## src/sv/simp_pkg.sv

```systemverilog
// Shared types, codes and widths of the instruction executor.
`default_nettype none

package simp_pkg;

  localparam int WORD_W   = 32;
  localparam int NUM_REGS = 16;
  localparam int REG_AW   = 4;
  localparam int IO_COUNT = 5;
  localparam int IO_AW    = 3;
  localparam int KIND_W   = 2;
  localparam int ADDR_W   = 9;
  localparam int STAT_W   = 2;
  localparam int PC_OUT_W = 9;
  localparam int IMM_W    = 12;
  localparam int CFG_ADDR_W = 3;

  // Highest I/O register index.
  localparam logic [ADDR_W-1:0] IO_LAST = 9'd4;

  // Item kinds.
  localparam logic [KIND_W-1:0] KIND_LOAD = 2'd0;
  localparam logic [KIND_W-1:0] KIND_EXEC = 2'd1;
  localparam logic [KIND_W-1:0] KIND_SET  = 2'd2;

  // Result status codes.
  localparam logic [STAT_W-1:0] ST_RUN  = 2'd0;
  localparam logic [STAT_W-1:0] ST_HALT = 2'd1;
  localparam logic [STAT_W-1:0] ST_RSV  = 2'd2;

  // Opcodes.
  localparam logic [3:0] OP_ADD  = 4'h0;
  localparam logic [3:0] OP_SUB  = 4'h1;
  localparam logic [3:0] OP_AND  = 4'h2;
  localparam logic [3:0] OP_OR   = 4'h3;
  localparam logic [3:0] OP_SLL  = 4'h4;
  localparam logic [3:0] OP_SRA  = 4'h5;
  localparam logic [3:0] OP_MAC  = 4'h6;
  localparam logic [3:0] OP_BR   = 4'h7;
  localparam logic [3:0] OP_IN   = 4'h8;
  localparam logic [3:0] OP_OUT  = 4'h9;
  localparam logic [3:0] OP_RSV  = 4'hA;
  localparam logic [3:0] OP_JAL  = 4'hB;
  localparam logic [3:0] OP_LW   = 4'hC;
  localparam logic [3:0] OP_SW   = 4'hD;
  localparam logic [3:0] OP_JR   = 4'hE;
  localparam logic [3:0] OP_HALT = 4'hF;

  // Branch conditions held in the rm field.
  localparam logic [3:0] COND_EQ = 4'd0;
  localparam logic [3:0] COND_NE = 4'd1;
  localparam logic [3:0] COND_GT = 4'd2;
  localparam logic [3:0] COND_LT = 4'd3;
  localparam logic [3:0] COND_GE = 4'd4;
  localparam logic [3:0] COND_LE = 4'd5;

  // Link register of jal.
  localparam logic [REG_AW-1:0] LINK_REG = 4'd15;

  // Configuration register index.
  localparam logic [0:0] CFG_AUTO_IDX = 1'b0;

  // What a wrapped address is used for once it is ready.
  typedef enum logic [1:0] {
    PURP_PC   = 2'd0,
    PURP_LOAD = 2'd1,
    PURP_LW   = 2'd2,
    PURP_SW   = 2'd3
  } simp_purp_t;

  // Commands from the controller to the datapath.
  typedef struct packed {
    logic clear_step;
    logic take;
    logic fetch;
    logic decode;
    logic read2;
    logic exec;
    logic wrap_wait;
    logic ld_wb;
    logic resp_load;
  } simp_cmd_t;

  // Status from the datapath to the controller.
  typedef struct packed {
    logic clear_done;
    logic halted;
    logic needs_wrap;
    logic wrap_done;
    logic wrap_lw;
  } simp_stat_t;

endpackage

`default_nettype wire

```

## src/sv/simp_ctrl.sv

```systemverilog
// Controller state machine sequencing each item through the datapath.
`default_nettype none

module simp_ctrl import simp_pkg::*; (
  input  wire logic              clk,
  input  wire logic              rst,
  input  wire logic              in_valid,
  output logic                   in_stall,
  input  wire logic [KIND_W-1:0] kind,
  output logic                   out_valid,
  input  wire logic              out_stall,
  input  wire simp_stat_t        stat,
  output simp_cmd_t              cmd
);

  typedef enum logic [9:0] {
    S_CLEAR  = 10'b0000000001,
    S_IDLE   = 10'b0000000010,
    S_FETCH  = 10'b0000000100,
    S_DECODE = 10'b0000001000,
    S_READ2  = 10'b0000010000,
    S_EXEC   = 10'b0000100000,
    S_WRAP   = 10'b0001000000,
    S_LDWB   = 10'b0010000000,
    S_RESP   = 10'b0100000000,
    S_SPARE  = 10'b1000000000
  } simp_state_t;

  simp_state_t state;
  simp_state_t state_next;
  logic        out_valid_next;
  logic        resp_ok;

  assign in_stall = (state != S_IDLE);
  assign resp_ok  = ~out_valid | ~out_stall;

  always_comb begin
    cmd            = '0;
    state_next     = state;
    unique case (state)
      S_CLEAR: begin
        cmd.clear_step = 1'b1;
        if (stat.clear_done) begin
          state_next = S_IDLE;
        end
      end
      S_IDLE: begin
        if (in_valid) begin
          cmd.take = 1'b1;
          if (kind == KIND_LOAD) begin
            state_next = S_WRAP;
          end else if (kind == KIND_EXEC && !stat.halted) begin
            state_next = S_FETCH;
          end else begin
            state_next = S_RESP;
          end
        end
      end
      S_FETCH: begin
        cmd.fetch  = 1'b1;
        state_next = S_DECODE;
      end
      S_DECODE: begin
        cmd.decode = 1'b1;
        state_next = S_READ2;
      end
      S_READ2: begin
        cmd.read2  = 1'b1;
        state_next = S_EXEC;
      end
      S_EXEC: begin
        cmd.exec   = 1'b1;
        state_next = stat.needs_wrap ? S_WRAP : S_RESP;
      end
      S_WRAP: begin
        cmd.wrap_wait = 1'b1;
        if (stat.wrap_done) begin
          state_next = stat.wrap_lw ? S_LDWB : S_RESP;
        end
      end
      S_LDWB: begin
        cmd.ld_wb  = 1'b1;
        state_next = S_RESP;
      end
      S_RESP: begin
        if (resp_ok) begin
          cmd.resp_load = 1'b1;
          state_next    = S_IDLE;
        end
      end
      default: begin
        state_next = S_IDLE;
      end
    endcase
  end

  always_comb begin
    if (cmd.resp_load) begin
      out_valid_next = 1'b1;
    end else if (out_valid && !out_stall) begin
      out_valid_next = 1'b0;
    end else begin
      out_valid_next = out_valid;
    end
  end

  always_ff @(posedge clk) begin
    if (rst) begin
      state     <= S_CLEAR;
      out_valid <= 1'b0;
    end else begin
      state     <= state_next;
      out_valid <= out_valid_next;
    end
  end

endmodule

`default_nettype wire

```

## config.mk

```make
export PLATFORM = sky130hd
export DESIGN_NAME = simp_ctrl
export DESIGN_NICKNAME = d
export VERILOG_FILES = /design/src/sv/simp_pkg.sv /design/src/sv/simp_ctrl.sv
export SDC_FILE = /design/constraint.sdc
export NUM_CORES = 1
export LEC_CHECK = 0
export BUFFER_PORTS_ARGS = -buffer_cell sky130_fd_sc_hd__buf_2
export CAP_MARGIN = 20
export CORE_MARGIN = 8
export CORE_UTILIZATION = 42
export CTS_CLUSTER_DIAMETER = 50
export DETAILED_ROUTE_END_ITERATION = 16
export PLACE_DENSITY = 0.7
export REMOVE_ABC_BUFFERS = 1
export SLEW_MARGIN = 10
export SYNTH_ARGS = -nofsm -noshare
export SYNTH_HDL_FRONTEND = slang
export SYNTH_SLANG_ARGS = --single-unit
```

## constraint.sdc

```tcl
create_clock -name clk -period 1.67 [get_ports clk]
set_clock_uncertainty 0.2 [all_clocks]
set_input_delay 0.167 -clock clk [delete_from_list [all_inputs] [get_ports clk]]
set_output_delay 0.167 -clock clk [all_outputs]
set_load 0.02 [all_outputs]
```

# Word level (Yosys, flattened, before mapping)
# Index checks and enable logic that the tools add are counted.
op_classes:
  eq_ne: 15
  muxes: 22
  bitwise_logic: 3
  n_reduce_logical: 7
op_table:
  columns: ["operator", "n"]
  rows:
  - ["$pmux W10 S9", 1]
  - ["$mux W10", 5]
  - ["$mux W9", 3]
  - ["$mux W1", 13]
  - ["$eq A10 B1 Y1 const B", 1]
  - ["$eq A10 B2 Y1 const B", 1]
  - ["$eq A10 B3 Y1 const B", 1]
  - ["$eq A10 B4 Y1 const B", 1]
  - ["$eq A10 B5 Y1 const B", 1]
  - ["$eq A10 B6 Y1 const B", 1]
  - ["$eq A10 B7 Y1 const B", 1]
  - ["$eq A10 B8 Y1 const B", 1]
  - ["$eq A10 B9 Y1 const B", 1]
  - ["$ne A10 B2 Y1 const B", 1]
  - ["$ne A2 B2 Y1 const B", 4]
  - ["$reduce_and A4 Y1", 1]
  - ["$eq A2 B1 Y1 const B", 1]
  - ["$logic_and A1 B1 Y1", 2]
  - ["$logic_not A1 Y1", 2]
  - ["$logic_not A2 Y1", 1]
  - ["$not A1 Y1", 2]
  - ["$reduce_bool A2 Y1", 1]
  - ["$or A1 B1 Y1", 1]
totals:
  regBits: 11
  input_bits: 11
  out_inout_bits: 11
  elab_cells: 49

# Longest topological paths before layout
depth:
  word_depth: 6
  depth_mapped: 6

# Worst setup path before layout
# No wires, ideal clock.
synth_timing:
  kind: "register to output"
  from: "reg state[3]"
  to: "out cmd[8] in the netlist's numbering"
  arrival_time_ns: 1.578
  required_time_ns: 1.303
  path_slack_ns: -0.275
  path_stages_with_launch: 3
  n_path_buf: 0
  cell_sequence: "dfxtp_1 -> or4_4 -> nor4_1"
synth_lines:
  columns: ["item", "line", "source"]
  rows:
  - ["from (decl)", "simp_ctrl.sv:29", "simp_state_t state;"]
  - ["from (signal assigned)", "simp_ctrl.sv:112", "state <= state_next;"]
  - ["to (decl)", "simp_ctrl.sv:13", "output simp_cmd_t cmd"]

==> metrics.yaml <==
status: "finished with violations"
violations: "negative setup slack"
synth_seq_area_share_pct: 27.1
numCtsBuffers: 3
crit_type: "flip-flop to output port"
clk_pin_slew_ps: 70
switchingPower_uw: 234
drv_slew: 0
nFillCells: 83
p_clk_share_pct: 24.0
relSlewSlack_pct: 74.2
grt_max_degree: 11
final_core_util_pct: 86.4
worst_slew_pin_slew_ps: 383
end_kind: "output port"
antenna_found_initial: 0
first_pass_iters: 4
startpoint_type: "flip-flop"
multi_input_area_um2: 637
switching_share_pct: 32.7
drive_above_1_share_pct: 70.0
place_congestion: 0.960
root_buffer: "clkbuf_4"
die_w_um: 57.9
port-buffer-count: 21
synth_area_um2: 738
placed_area_mm2: 0.00101
cts_tree: "done"
finalCriticalPeriod_ps: 2140
area_growth_pct: 97.8
max-cap-violations: 0
drt-total-wl_um: 3170
core_mm2: 0.00169
synth_cell_type_count: 40
final_cell_area_mm2: 0.00146
seqPwrFrac_pct: 34.6
fp.dieArea_mm2: 0.00336
htreeDepth: 1
arrival_ps: 1770
rsz0062_at_grt: "yes"
ys_ff_latch: 10
initialDrtViolationCount: 34
p_total_uw: 714
num_vias: 1007
layout_common_cells: "28 x buf_4, 19 x buf_6, 12 x buf_2, 8 x nor2_1, 6 x dlygate4sd3_1"
worst_ep_required_time_ps: 1300
p_leak_nw: 0.632
post_drt_via_cell_ratio: 6.03
antenna_cells: 0
drc_errors: 0
cts_sinks: 10
grt_pass1_vias: 956
cp_max_fo: 3
synth_cells: 86
setup_tns_ps: -4040
die_height_um: 57.9
max_freq_mhz: 467
max-vdd-ir-drop_mv: 0.386
grt_pass1_wl_um: 4370
regArea_um2: 216
grt-ovfl-total: 0
wl_per_cell_um: 19.0
p_per_area_mw_per_mm2: 489
p_int_uw: 480
antenna_left: 0
dpl.hpwl_um: 1800
worst_slack_ps: -469
fin_crit_sh_pct: 128
grt_use_total_pct: 16.4
rows: 15
synth_warnings: 0
syn_area_per_cell_um2: 8.58
clkLatencyLatePin_ps: 270
io_pins: 22
worstHoldPathType: "primary input to flip-flop"
hold_viol: 0
start_util_pct: 43.7
finalNetCount: 163
finalSetupViolations: 19
final_common_cell: "buf_4"
clk_path_buf_depth: 2
pwr-share-comb_pct: 41.4
-- routing by layer --
metal / GRT usage, % / up-vias / wire, um
met1: 19.4 / 487 / 1180
met3: 2.21 / 12 / 211
met4: 7.34 / 0 / 125
met5: 0 / - / 0
met2: 28.5 / 53 / 1650
li1: - / 455 / -
-- synthesized netlist by cell type, drive strengths merged --
master   instances  share of area (%)
or3              3                2.5
and2b            1                1.2
a21oi            3                2.0
or4              1                1.5
clkbuf           1               0.51
o22ai            2                1.7
nor2            13                6.6
nor4bb           2                2.7
a2bb2oi          1                2.0
nand3            4                2.7
nand2            3                1.5
o2bb2ai          1                2.0
a22oi            1                1.0
o211a            1                1.4
o31ai            1                2.9
inv              5                2.5
nor4b            2                4.4
dfxtp           10                 27
nand4            2                1.7
o21a             1                1.0
and4b            3                4.1
nand2b           2                1.7
nor3             4                2.7
a221oi           1                1.2
o221ai           1                1.2
or2              1               0.85
and4             2                2.5
xor2             1                1.2
nor4             3                4.6
o21ai            1                1.2
buf              3                3.2
and2             2                1.7
nor3b            2                2.0
or3b             2                2.7
-- final timing paths --
path | end | slack, ps | cells past startpoint | start
worst max-delay path | cmd[0] | -470 | 5 | state[0]$_SDFFE_PP1P_
worst min-delay path | state[6]$_SDFFE_PP0P_ | 20 | 3 | stat[2]
worst max register to register | state[6]$_SDFFE_PP0P_ | -290 | 9 | state[0]$_SDFFE_PP1P_
worst min register to register | out_valid$_SDFFE_PP0P_ | 420 | 3 | out_valid$_SDFFE_PP0P_
-- cells by family after synthesis --
group           synth area share, %
compound gates                 17.6
xor+xnor                       1.19
buf+inv                        6.27
flops                          27.1
simple gates                   47.8
-- cell type report --
cell class,count,area share [%]
clock buffers,3,1.54
inverters,5,1.29
multi-input cells,67,43.6
flip-flops and latches,10,14.8
well taps,17,1.46
repair buffers,65,37.3
-- registers in the layout, indices dropped and copies added (netlist names) --
name,count
out_valid,1
state,9
-- critical path, stage by stage, from the launching register on --
cell and delay (ps):
dfxtp_2 340, nor4_4 360, buf_4 190, nand4_1 170
a21oi_1 250, buf_4 190
-- power by group through the flow --
stage          clock (mW)  sequential (mW)  combinational [mW]
2_1_floorplan           0            0.262              0.0845
3_3_place_gp            0            0.256               0.170
3_5_place_dp            0            0.256               0.174
4_1_cts             0.167            0.251               0.245
5_1_grt             0.188            0.248               0.311
6_report            0.171            0.247               0.295
-- per-stage QoR --
stage / cells / hold slack [ps] / worst slack [ps]
detailed placement: 143 / 206 / -136
CTS: 162 / 20.3 / -342
floorplan: 82 / 36.1 / -275
global route: 167 / 28.5 / -525
finish: 167 / 24.7 / -469
global placement: 143 / 200 / -115
-- repair_timing --
item / 4_1_cts / 5_1_grt
hold endpoints to repair: 4 / 0
pin swaps: 10 / 13
endpoints found under the setup margin: 17 / 20
gates cloned: 0 / 0
hold buffers: 6 / 0
setup buffers: 10 / 10
resized for setup: 45 / 26
Note: power is estimated with default switching activity, not from simulation.
